$ cat src/design/tegc_pkg.sv
// ============================================================================
// tegc_pkg
// Shared types and constants for the touch event to gesture command block.
// ============================================================================
package tegc_pkg;

    localparam int COORD_W = 17;
    localparam int TIME_W  = 26;
    localparam int DELAY_W = 27;
    localparam int CFG_W   = 26;
    localparam int CFG_A_W = 3;
    localparam int IN_W    = 96;
    localparam int OUT_W   = 64;

    localparam logic [COORD_W-1:0] COORD_NONE = '1;
    localparam logic [COORD_W-1:0] COORD_MAX  = 17'h0FFFF;

    localparam logic [15:0] TYPE_SYNC = 16'd0;
    localparam logic [15:0] TYPE_KEY  = 16'd1;
    localparam logic [15:0] TYPE_ABS  = 16'd3;

    localparam logic [15:0] CODE_SYNC  = 16'd0;
    localparam logic [15:0] CODE_X     = 16'd53;
    localparam logic [15:0] CODE_Y     = 16'd54;
    localparam logic [15:0] CODE_TRKID = 16'd57;
    localparam logic [15:0] CODE_TOUCH = 16'd330;

    localparam logic [CFG_A_W-1:0] REG_SCREEN_W = 3'd0;
    localparam logic [CFG_A_W-1:0] REG_SCREEN_H = 3'd1;
    localparam logic [CFG_A_W-1:0] REG_PANEL_X  = 3'd2;
    localparam logic [CFG_A_W-1:0] REG_PANEL_Y  = 3'd3;
    localparam logic [CFG_A_W-1:0] REG_START_T  = 3'd4;
    localparam logic [CFG_A_W-1:0] REG_REC_EN   = 3'd5;

    localparam logic [1:0] CMD_NONE = 2'd0;
    localparam logic [1:0] CMD_DOWN = 2'd1;
    localparam logic [1:0] CMD_MOVE = 2'd2;
    localparam logic [1:0] CMD_UP   = 2'd3;

    localparam int DIV_STEPS = 16;

    typedef enum logic [2:0] {
        EV_OTHER,
        EV_X,
        EV_Y,
        EV_TOUCH,
        EV_RELEASE,
        EV_SYNC
    } ev_kind_t;

    typedef struct packed {
        logic accept;
        logic mul;
        logic prep;
        logic step;
        logic store;
        logic emit;
    } dp_cmd_t;

    typedef struct packed {
        logic     rec_en;
        ev_kind_t kind;
        logic     out_free;
    } dp_status_t;

endpackage

$ cat src/design/tegc_ctrl.sv
// ============================================================================
// tegc_ctrl
// Sequencer: request acceptance, multiply, divide steps and frame close.
// ============================================================================
module tegc_ctrl
    import tegc_pkg::*;
(
    input  logic       clk,
    input  logic       rst_n,
    input  logic       in_valid,
    output logic       in_ready,
    input  dp_status_t status,
    output dp_cmd_t    cmd
);

    typedef enum logic [2:0] {
        S_IDLE,
        S_MUL,
        S_PREP,
        S_DIV,
        S_STORE,
        S_SYNC
    } state_t;

    localparam int CNT_W = $clog2(DIV_STEPS);

    state_t             state_reg, state_next;
    logic [CNT_W-1:0]   cnt_reg, cnt_next;

    always_comb
    begin
        state_next = state_reg;
        cnt_next   = cnt_reg;
        case (state_reg)
            S_IDLE:
            begin
                if (in_valid && status.rec_en)
                begin
                    if (status.kind == EV_X || status.kind == EV_Y)
                        state_next = S_MUL;
                    else if (status.kind == EV_SYNC)
                        state_next = S_SYNC;
                end
            end
            S_MUL:
                state_next = S_PREP;
            S_PREP:
            begin
                state_next = S_DIV;
                cnt_next   = '0;
            end
            S_DIV:
            begin
                cnt_next = cnt_reg + 1'b1;
                if (cnt_reg == CNT_W'(DIV_STEPS - 1))
                    state_next = S_STORE;
            end
            S_STORE:
                state_next = S_IDLE;
            S_SYNC:
            begin
                if (status.out_free)
                    state_next = S_IDLE;
            end
            default:
                state_next = S_IDLE;
        endcase
    end

    always_ff @(posedge clk or negedge rst_n)
    begin
        if (!rst_n)
        begin
            state_reg <= S_IDLE;
            cnt_reg   <= '0;
        end
        else
        begin
            state_reg <= state_next;
            cnt_reg   <= cnt_next;
        end
    end

    assign in_ready   = (state_reg == S_IDLE);
    assign cmd.accept = (state_reg == S_IDLE) && in_valid;
    assign cmd.mul    = (state_reg == S_MUL);
    assign cmd.prep   = (state_reg == S_PREP);
    assign cmd.step   = (state_reg == S_DIV);
    assign cmd.store  = (state_reg == S_STORE);
    assign cmd.emit   = (state_reg == S_SYNC) && status.out_free;

endmodule

$ cat src/design/tegc_dp.sv
// ============================================================================
// tegc_dp
// Datapath: config registers, event decode, scaling multiply and restoring
// divider, frame state and result register.
// ============================================================================
module tegc_dp
    import tegc_pkg::*;
(
    input  logic               clk,
    input  logic               rst_n,
    input  logic               cfg_we,
    input  logic [CFG_A_W-1:0] cfg_addr,
    input  logic [CFG_W-1:0]   cfg_data,
    input  logic [IN_W-1:0]    in_data,
    output logic               out_valid,
    input  logic               out_ready,
    output logic [OUT_W-1:0]   out_data,
    input  dp_cmd_t            cmd,
    output dp_status_t         status
);

    typedef enum logic [1:0] {
        FL_NONE,
        FL_TOUCH,
        FL_RELEASE
    } flag_t;

    logic [15:0]         ev_type, ev_code;
    logic [31:0]         ev_value;
    logic [TIME_W-1:0]   ev_time;
    ev_kind_t            kind;

    logic [15:0]         scr_w_reg, scr_h_reg, pan_x_reg, pan_y_reg;
    logic                rec_en_reg;
    logic [TIME_W-1:0]   last_t_reg;

    logic [COORD_W-1:0]  frame_x_reg, frame_y_reg, prev_x_reg, prev_y_reg;
    flag_t               flag_reg;
    logic                touching_reg, down_pend_reg;

    logic [30:0]         val_reg;
    logic                sel_y_reg;
    logic [TIME_W-1:0]   time_reg;
    logic [46:0]         prod_reg;
    logic [15:0]         rem_reg, low_reg, quot_reg;
    logic                sat_reg;

    logic                out_valid_reg;
    logic [OUT_W-1:0]    out_data_reg;

    logic [15:0]         num, den;
    logic [16:0]         trial;
    logic                ge;
    logic [COORD_W-1:0]  coord;

    logic                kx, ky, touch_n, pend_n, dvalid;
    logic [COORD_W-1:0]  px_n, py_n, x2, y2, out_x, out_y;
    logic [1:0]          command;
    logic [DELAY_W-1:0]  delay;

    assign ev_type  = in_data[15:0];
    assign ev_code  = in_data[31:16];
    assign ev_value = in_data[63:32];
    assign ev_time  = in_data[89:64];

    always_comb
    begin
        kind = EV_OTHER;
        if (ev_type == TYPE_ABS)
        begin
            if (ev_code == CODE_X)
                kind = EV_X;
            else if (ev_code == CODE_Y)
                kind = EV_Y;
            else if (ev_code == CODE_TRKID)
            begin
                if (!ev_value[31] && ev_value != 32'd0)
                    kind = EV_TOUCH;
                else if (ev_value == 32'hFFFF_FFFF)
                    kind = EV_RELEASE;
            end
        end
        else if (ev_type == TYPE_KEY && ev_code == CODE_TOUCH)
        begin
            if (ev_value == 32'd1)
                kind = EV_TOUCH;
            else if (ev_value == 32'd0)
                kind = EV_RELEASE;
        end
        else if (ev_type == TYPE_SYNC && ev_code == CODE_SYNC && ev_value == 32'd0)
            kind = EV_SYNC;
    end

    assign status.rec_en   = rec_en_reg;
    assign status.kind     = kind;
    assign status.out_free = !out_valid_reg || out_ready;

    // scaling: multiply, then 16 quotient bits one per cycle
    assign num   = sel_y_reg ? scr_h_reg : scr_w_reg;
    assign den   = sel_y_reg ? pan_y_reg : pan_x_reg;
    assign trial = {rem_reg, low_reg[15]};
    assign ge    = (trial >= {1'b0, den});
    assign coord = (den == 16'd0 || sat_reg) ? COORD_MAX : {1'b0, quot_reg};

    always_ff @(posedge clk)
    begin
        if (cmd.accept)
        begin
            val_reg   <= ev_value[31] ? 31'd0 : ev_value[30:0];
            sel_y_reg <= (kind == EV_Y);
            time_reg  <= ev_time;
        end
        if (cmd.mul)
            prod_reg <= val_reg * num;
        if (cmd.prep)
        begin
            sat_reg <= (prod_reg[46:16] >= {15'd0, den});
            rem_reg <= prod_reg[31:16];
            low_reg <= prod_reg[15:0];
        end
        if (cmd.step)
        begin
            rem_reg  <= ge ? 16'(trial - {1'b0, den}) : trial[15:0];
            low_reg  <= {low_reg[14:0], 1'b0};
            quot_reg <= {quot_reg[14:0], ge};
        end
        if (cmd.emit)
            out_data_reg <= {out_y, out_x, command, delay, dvalid};
    end

    // frame close
    always_comb
    begin
        kx      = (frame_x_reg != COORD_NONE);
        ky      = (frame_y_reg != COORD_NONE);
        px_n    = kx ? frame_x_reg : prev_x_reg;
        py_n    = ky ? frame_y_reg : prev_y_reg;
        touch_n = touching_reg;
        pend_n  = down_pend_reg;
        if (flag_reg == FL_TOUCH)
        begin
            touch_n = 1'b1;
            pend_n  = 1'b1;
        end
        else if (flag_reg == FL_RELEASE)
        begin
            touch_n = 1'b0;
            pend_n  = 1'b0;
        end
        x2 = frame_x_reg;
        y2 = frame_y_reg;
        if (!kx && ky)
            x2 = px_n;
        else if (kx && !ky)
            y2 = py_n;
        command = CMD_NONE;
        out_x   = COORD_NONE;
        out_y   = COORD_NONE;
        if (touch_n && pend_n)
        begin
            command = CMD_DOWN;
            out_x   = x2;
            out_y   = y2;
            pend_n  = 1'b0;
        end
        else if (touch_n)
        begin
            if (x2 != COORD_NONE && y2 != COORD_NONE)
            begin
                command = CMD_MOVE;
                out_x   = x2;
                out_y   = y2;
            end
        end
        else if (!pend_n && px_n != COORD_NONE && py_n != COORD_NONE)
        begin
            command = CMD_UP;
            out_x   = px_n;
            out_y   = py_n;
        end
        dvalid = (last_t_reg != '0);
        delay  = dvalid ? ({1'b0, time_reg} - {1'b0, last_t_reg}) : '0;
    end

    always_ff @(posedge clk or negedge rst_n)
    begin
        if (!rst_n)
        begin
            scr_w_reg     <= 16'd768;
            scr_h_reg     <= 16'd1280;
            pan_x_reg     <= 16'd4095;
            pan_y_reg     <= 16'd4095;
            rec_en_reg    <= 1'b0;
            last_t_reg    <= '0;
            frame_x_reg   <= COORD_NONE;
            frame_y_reg   <= COORD_NONE;
            prev_x_reg    <= COORD_NONE;
            prev_y_reg    <= COORD_NONE;
            flag_reg      <= FL_NONE;
            touching_reg  <= 1'b0;
            down_pend_reg <= 1'b0;
            out_valid_reg <= 1'b0;
        end
        else
        begin
            if (cfg_we)
            begin
                case (cfg_addr)
                    REG_SCREEN_W: scr_w_reg  <= cfg_data[15:0];
                    REG_SCREEN_H: scr_h_reg  <= cfg_data[15:0];
                    REG_PANEL_X:  pan_x_reg  <= cfg_data[15:0];
                    REG_PANEL_Y:  pan_y_reg  <= cfg_data[15:0];
                    REG_START_T:  last_t_reg <= cfg_data[TIME_W-1:0];
                    REG_REC_EN:   rec_en_reg <= cfg_data[0];
                    default:      ;
                endcase
            end
            if (cmd.accept && rec_en_reg)
            begin
                if (kind == EV_TOUCH)
                    flag_reg <= FL_TOUCH;
                else if (kind == EV_RELEASE)
                    flag_reg <= FL_RELEASE;
            end
            if (cmd.store)
            begin
                if (sel_y_reg)
                    frame_y_reg <= coord;
                else
                    frame_x_reg <= coord;
            end
            if (cmd.emit)
            begin
                prev_x_reg    <= px_n;
                prev_y_reg    <= py_n;
                touching_reg  <= touch_n;
                down_pend_reg <= pend_n;
                last_t_reg    <= time_reg;
                frame_x_reg   <= COORD_NONE;
                frame_y_reg   <= COORD_NONE;
                flag_reg      <= FL_NONE;
            end
            if (cmd.emit)
                out_valid_reg <= 1'b1;
            else if (out_ready)
                out_valid_reg <= 1'b0;
        end
    end

    assign out_valid = out_valid_reg;
    assign out_data  = out_data_reg;

endmodule

$ cat src/design/touch_event_to_gesture_command.sv
// ============================================================================
// touch_event_to_gesture_command
// Turns raw multitouch events into down, move and up commands (or none) with
// scaled screen coordinates and the delay between frames.
// ============================================================================
// An X/Y event occupies the block through multiply, prep, the 16 divide steps
// and store; flag and ignored events are taken in the idle state alone; a sync
// waits in the sync state until the output register is free, then loads it.
// No new request is taken until an X/Y event has finished its divide and store.
// Reset (rst_n, async, active low) clears frame state and restores config.
module touch_event_to_gesture_command
    import tegc_pkg::*;
(
    input  logic               clk,
    input  logic               rst_n,
    input  logic               cfg_we,
    input  logic [CFG_A_W-1:0] cfg_addr,
    input  logic [CFG_W-1:0]   cfg_data,
    input  logic               s_tvalid,
    output logic               s_tready,
    // event_type[15:0], event_code[31:16], event_value[63:32], time_ms[89:64]
    input  logic [IN_W-1:0]    s_tdata,
    output logic               m_tvalid,
    input  logic               m_tready,
    // delay_valid[0], delay_ms[27:1], command[29:28], point_x[46:30],
    // point_y[63:47]
    output logic [OUT_W-1:0]   m_tdata
);

    dp_cmd_t    cmd;
    dp_status_t status;

    tegc_ctrl u_ctrl (
        .clk      (clk),
        .rst_n    (rst_n),
        .in_valid (s_tvalid),
        .in_ready (s_tready),
        .status   (status),
        .cmd      (cmd)
    );

    tegc_dp u_dp (
        .clk       (clk),
        .rst_n     (rst_n),
        .cfg_we    (cfg_we),
        .cfg_addr  (cfg_addr),
        .cfg_data  (cfg_data),
        .in_data   (s_tdata),
        .out_valid (m_tvalid),
        .out_ready (m_tready),
        .out_data  (m_tdata),
        .cmd       (cmd),
        .status    (status)
    );

    a_none_no_point: assert property (@(posedge clk) disable iff (!rst_n)
        m_tvalid && m_tdata[29:28] == CMD_NONE
        |-> m_tdata[46:30] == COORD_NONE && m_tdata[63:47] == COORD_NONE)
        else $error("command none carries a point");

    a_no_delay_zero: assert property (@(posedge clk) disable iff (!rst_n)
        m_tvalid && !m_tdata[0] |-> m_tdata[27:1] == '0)
        else $error("delay reported without time base");

    a_coord_busy: assert property (@(posedge clk) disable iff (!rst_n)
        cmd.accept && status.rec_en && (status.kind == EV_X || status.kind == EV_Y)
        |=> !s_tready)
        else $error("coordinate request did not occupy the divider");

endmodule
$ cat config.mk
export PLATFORM = sky130hd
export DESIGN_NAME = touch_event_to_gesture_command
export DESIGN_NICKNAME = d
export VERILOG_FILES = /design/src/design/tegc_pkg.sv /design/src/design/tegc_ctrl.sv /design/src/design/tegc_dp.sv /design/src/design/touch_event_to_gesture_command.sv
export SDC_FILE = /design/constraint.sdc
export NUM_CORES = 2
export LEC_CHECK = 0
export ABC_AREA = 1
export CAP_MARGIN = 40
export CORE_UTILIZATION = 55
export DETAILED_ROUTE_END_ITERATION = 6
export DONT_BUFFER_PORTS = 1
export PLACE_DENSITY = 0.76
export SLEW_MARGIN = 20
export SYNTH_ARGS = -nofsm -noshare
export SYNTH_HDL_FRONTEND = slang
export SYNTH_SLANG_ARGS = --single-unit
export TNS_END_PERCENT = 50
$ cat constraint.sdc
create_clock -name clk -period 7.05 [get_ports clk]
set_input_delay 1.0575 -clock clk [delete_from_list [all_inputs] [get_ports clk]]
set_output_delay 1.0575 -clock clk [all_outputs]
set_load 0.005 [all_outputs]
==> results by group <==
Run status
  – Status: finished clean

Logic synthesis
  – Top FF cell, synth: edfxtp_1
  – Sequential-to-total area share from yosys stat: 0.313
  – Syn Inst Count: 4,070
  – Synth Area per Inst: 8.59 sq um
  – Yosys reg bits: 389
  – Ys async rst share: 0.440
  – EDFF count, synth: 217
  – Syn Nets: 4,784
  – Post-synth cell types: 56
  – Yosys warns: 0
  – Synthesized area: 0.0350 sq mm

Floorplanning
  – Die area: 0.0646 sq mm
  – Initial Utilization: 0.555
  – Row count: ~90
  – Die Wd: 254 um
  – Die span in y: 254 um
  – Core area: 0.0630 sq mm
  – Ports: 196

GRT
  – Vias in the first global route: 28,172
  – Gr usage total: 0.301
  – First-pass GRT wire length: 150,000 um
  – Grt total ovfl: 0
  – Initial antenna violation count: 0
  – Largest net degree at the start of global routing: 172

CTS
  – # clock sinks: 389
  – H-tree depth: 2
  – Num CTS Buffers: 44
  – Skew-Pair Late Insertion Delay: 0.62 ns
  – CTS tree: yes
  – Clock transition at path regs: 0.06 ns
  – Hold-fix buffers, CTS: 0
  – Post-CTS Repair Setup Buffers: 0
  – CTS resizes: 0
  – Max Root-Sink Buffers: 3
  – Root buffer cell: clkbuf_16

STA
  – Period minus WS final: approximately 6.8 ns
  – Worst-margin pin slew: 0.877 ns
  – Clk_skew: 0.0353 ns
  – Max Freq: 147 MHz
  – RSZ-0062 raised after global routing: no
  – Final setup vio count: 0
  – Slew HR: 0.410
  – Final Hold Fails: 0
  – Setup TNS: 0 ns
  – Final period util: 0.962
  – Max Slew Vio Count: 0

Worst setup path
  – CP Capture Type: flip-flop
  – R2R Path Start: u_dp.sel_y_reg
  – Startpoint types: flip-flop
  – Arr. time, crit path: a little over 7 ns
  – Critical path data required time: about 7.4 ns
  – Top fanout value on the critical path: 16
  – Reg2reg end: u_dp.prod_reg[45]
  – R2R cell count: 25
  – Reg-to-reg slack, setup: 0.27 ns
  – Crit Path Class: reg -> reg

Hold path
  – Worst hold path class: in -> async

Cells and area
  – Area grow syn2layout: 8.75%
  – Largest register FFs: 64
  – Final #Nets: about 4,800
  – Fraction of layout cells with a size suffix above 1: 0.0879
  – Post-Layout Inst Area: 0.0380 sq mm
  – Antenna cells: 0

Routing
  – DRT Pass-1 Iters: 6
  – DR WL/cell: 19.0 um
  – DRT Wirelength: 94,300 um
  – DRC: 0
  – Iter 0 DRT Violations: approximately 2,600
  – Vias: about 28,000
  – Number of vias per cell: 5.64
  – Post-route ant nets: 0

Placed design
  – GP Congestion: 0.982
  – Placed cell area: 0.0365 sq mm
  – PortBufs: 0
  – Post-DP HPWL: about 73,000 um

Flow run
  – Max-cap viol count: 0
## Yosys cell counts (3+ instances only)
master	number	share of area
inv_1	779	0.084
inv_2	3	0.00032
o21a_1	14	0.0030
a21o_1	7	0.0015
nor3_4	3	0.0014
clkinv_1	8	0.00086
o221ai_1	5	0.0013
and3_1	4	0.00072
nor4_1	22	0.0039
mux2i_1	12	0.0034
dfstp_2	96	0.072
o21bai_1	7	0.0015
nor2_1	476	0.051
buf_1	12	0.0013
a22o_1	15	0.0038
nand4_1	30	0.0054
xor2_1	34	0.0085
a21boi_0	7	0.0015
xnor2_1	24	0.0060
or2_2	39	0.0070
nand2_1	827	0.089
dfrtp_1	75	0.054
o21ai_1	13	0.0019
o21ai_0	225	0.032
buf_2	7	0.0010
o211ai_1	34	0.0073
buf_6	4	0.0013
ha_1	178	0.064
nand3_1	115	0.016
edfxtp_1	217	0.19
nor3_1	25	0.0036
nand2_2	4	0.00072
a21oi_1	157	0.022
fa_1	406	0.23
a31oi_1	20	0.0036
a21oi_2	30	0.0075
clkbuf_1	108	0.012
nand3_2	3	0.00086
## routing by layer
metal,up-vias,share of wire,track usage
met1,13673,0.40,0.403
met2,1277,0.47,0.496
met5,-,0,0
met4,0,0.046,0.126
li1,12728,-,-
met3,243,0.082,0.0405
## logic make-up after synthesis
logic type | Yosys count | share of synthesized area
fa+ha+maj | 584 | 0.296
mux | 12 | 0.00344
buf+inv | 924 | 0.101
xor+xnor | 58 | 0.0145
simple gates | 1558 | 0.182
compound gates | 545 | 0.0903
flops | 389 | 0.313
## stage by stage
step	worst slack [ns]	cells	util	hold WS (ns)
after global placement	0.200	4857	0.576	0.429
after detailed placement	0.137	4870	0.579	0.432
after floorplan	0.531	4070	-	0.426
final	0.268	4954	0.604	0.199
after global routing	0.00464	4954	0.604	0.155
after CTS	0.130	4952	0.603	0.119
## area by class of cell
class | instances | area (sq um)
clock buffers | 52 | 1180
multi-input cells | 2757 | 20600
well taps | 846 | 1060
inverters | 790 | 2970
flip-flops and latches | 389 | 10900
clock inverters | 30 | 320
repair buffers | 90 | 980
fillers | 5351 | 24900
## cells in the final DEF (no fill, tap or decap), drive strengths merged, types with 30 or more instances in the layout
cell / Yosys / routed
nand2: 833 / 833
inv: 782 / 786
nor2: 478 / 478
fa: 406 / 406
o21ai: 238 / 238
edfxtp: 217 / 217
a21oi: 187 / 187
ha: 178 / 178
nand3: 118 / 118
dfstp: 96 / 96
buf: 25 / 90
dfrtp: 75 / 75
clkbuf: 109 / 52
or2: 39 / 39
xor2: 34 / 34
o211ai: 34 / 34
nand4: 30 / 30
## how the worst max path moves through the flow
stage / slack (ns) / start / endpoint
after CTS: 0.13 / u_dp.sel_y_reg / u_dp.prod_reg[43]
after global routing: 0.005 / u_dp.sel_y_reg / u_dp.prod_reg[43]
after floorplan: 0.53 / u_dp.sel_y_reg / u_dp.prod_reg[38]
final: 0.27 / u_dp.sel_y_reg / u_dp.prod_reg[45]
after detailed placement: 0.14 / u_dp.sel_y_reg / u_dp.prod_reg[43]
after global placement: 0.20 / u_dp.sel_y_reg / u_dp.prod_reg[43]
## critical path: stages, from the launching register on
cell and delay [ns]:
edfxtp_1 0.39, inv_1 0.07, buf_4 0.18, or2_2 0.29, o21ai_2 0.13, buf_6 0.25
nor2_1 0.09, fa_1 0.56, inv_1 0.06, fa_1 0.48, fa_1 0.56, inv_1 0.07
fa_1 0.47, fa_1 0.51, inv_1 0.05, fa_1 0.53, inv_1 0.06, ha_1 0.38
nand2_1 0.12, nor2_1 0.10, inv_1 0.09, nor4_1 0.44, o21ai_0 0.17, nand3_1 0.22
a31oi_1 0.13, xnor2_1 0.14
Power is left out: the tool's default activity adds up to more than one toggle a clock period on the data nets, which glitch-free logic cannot reach.
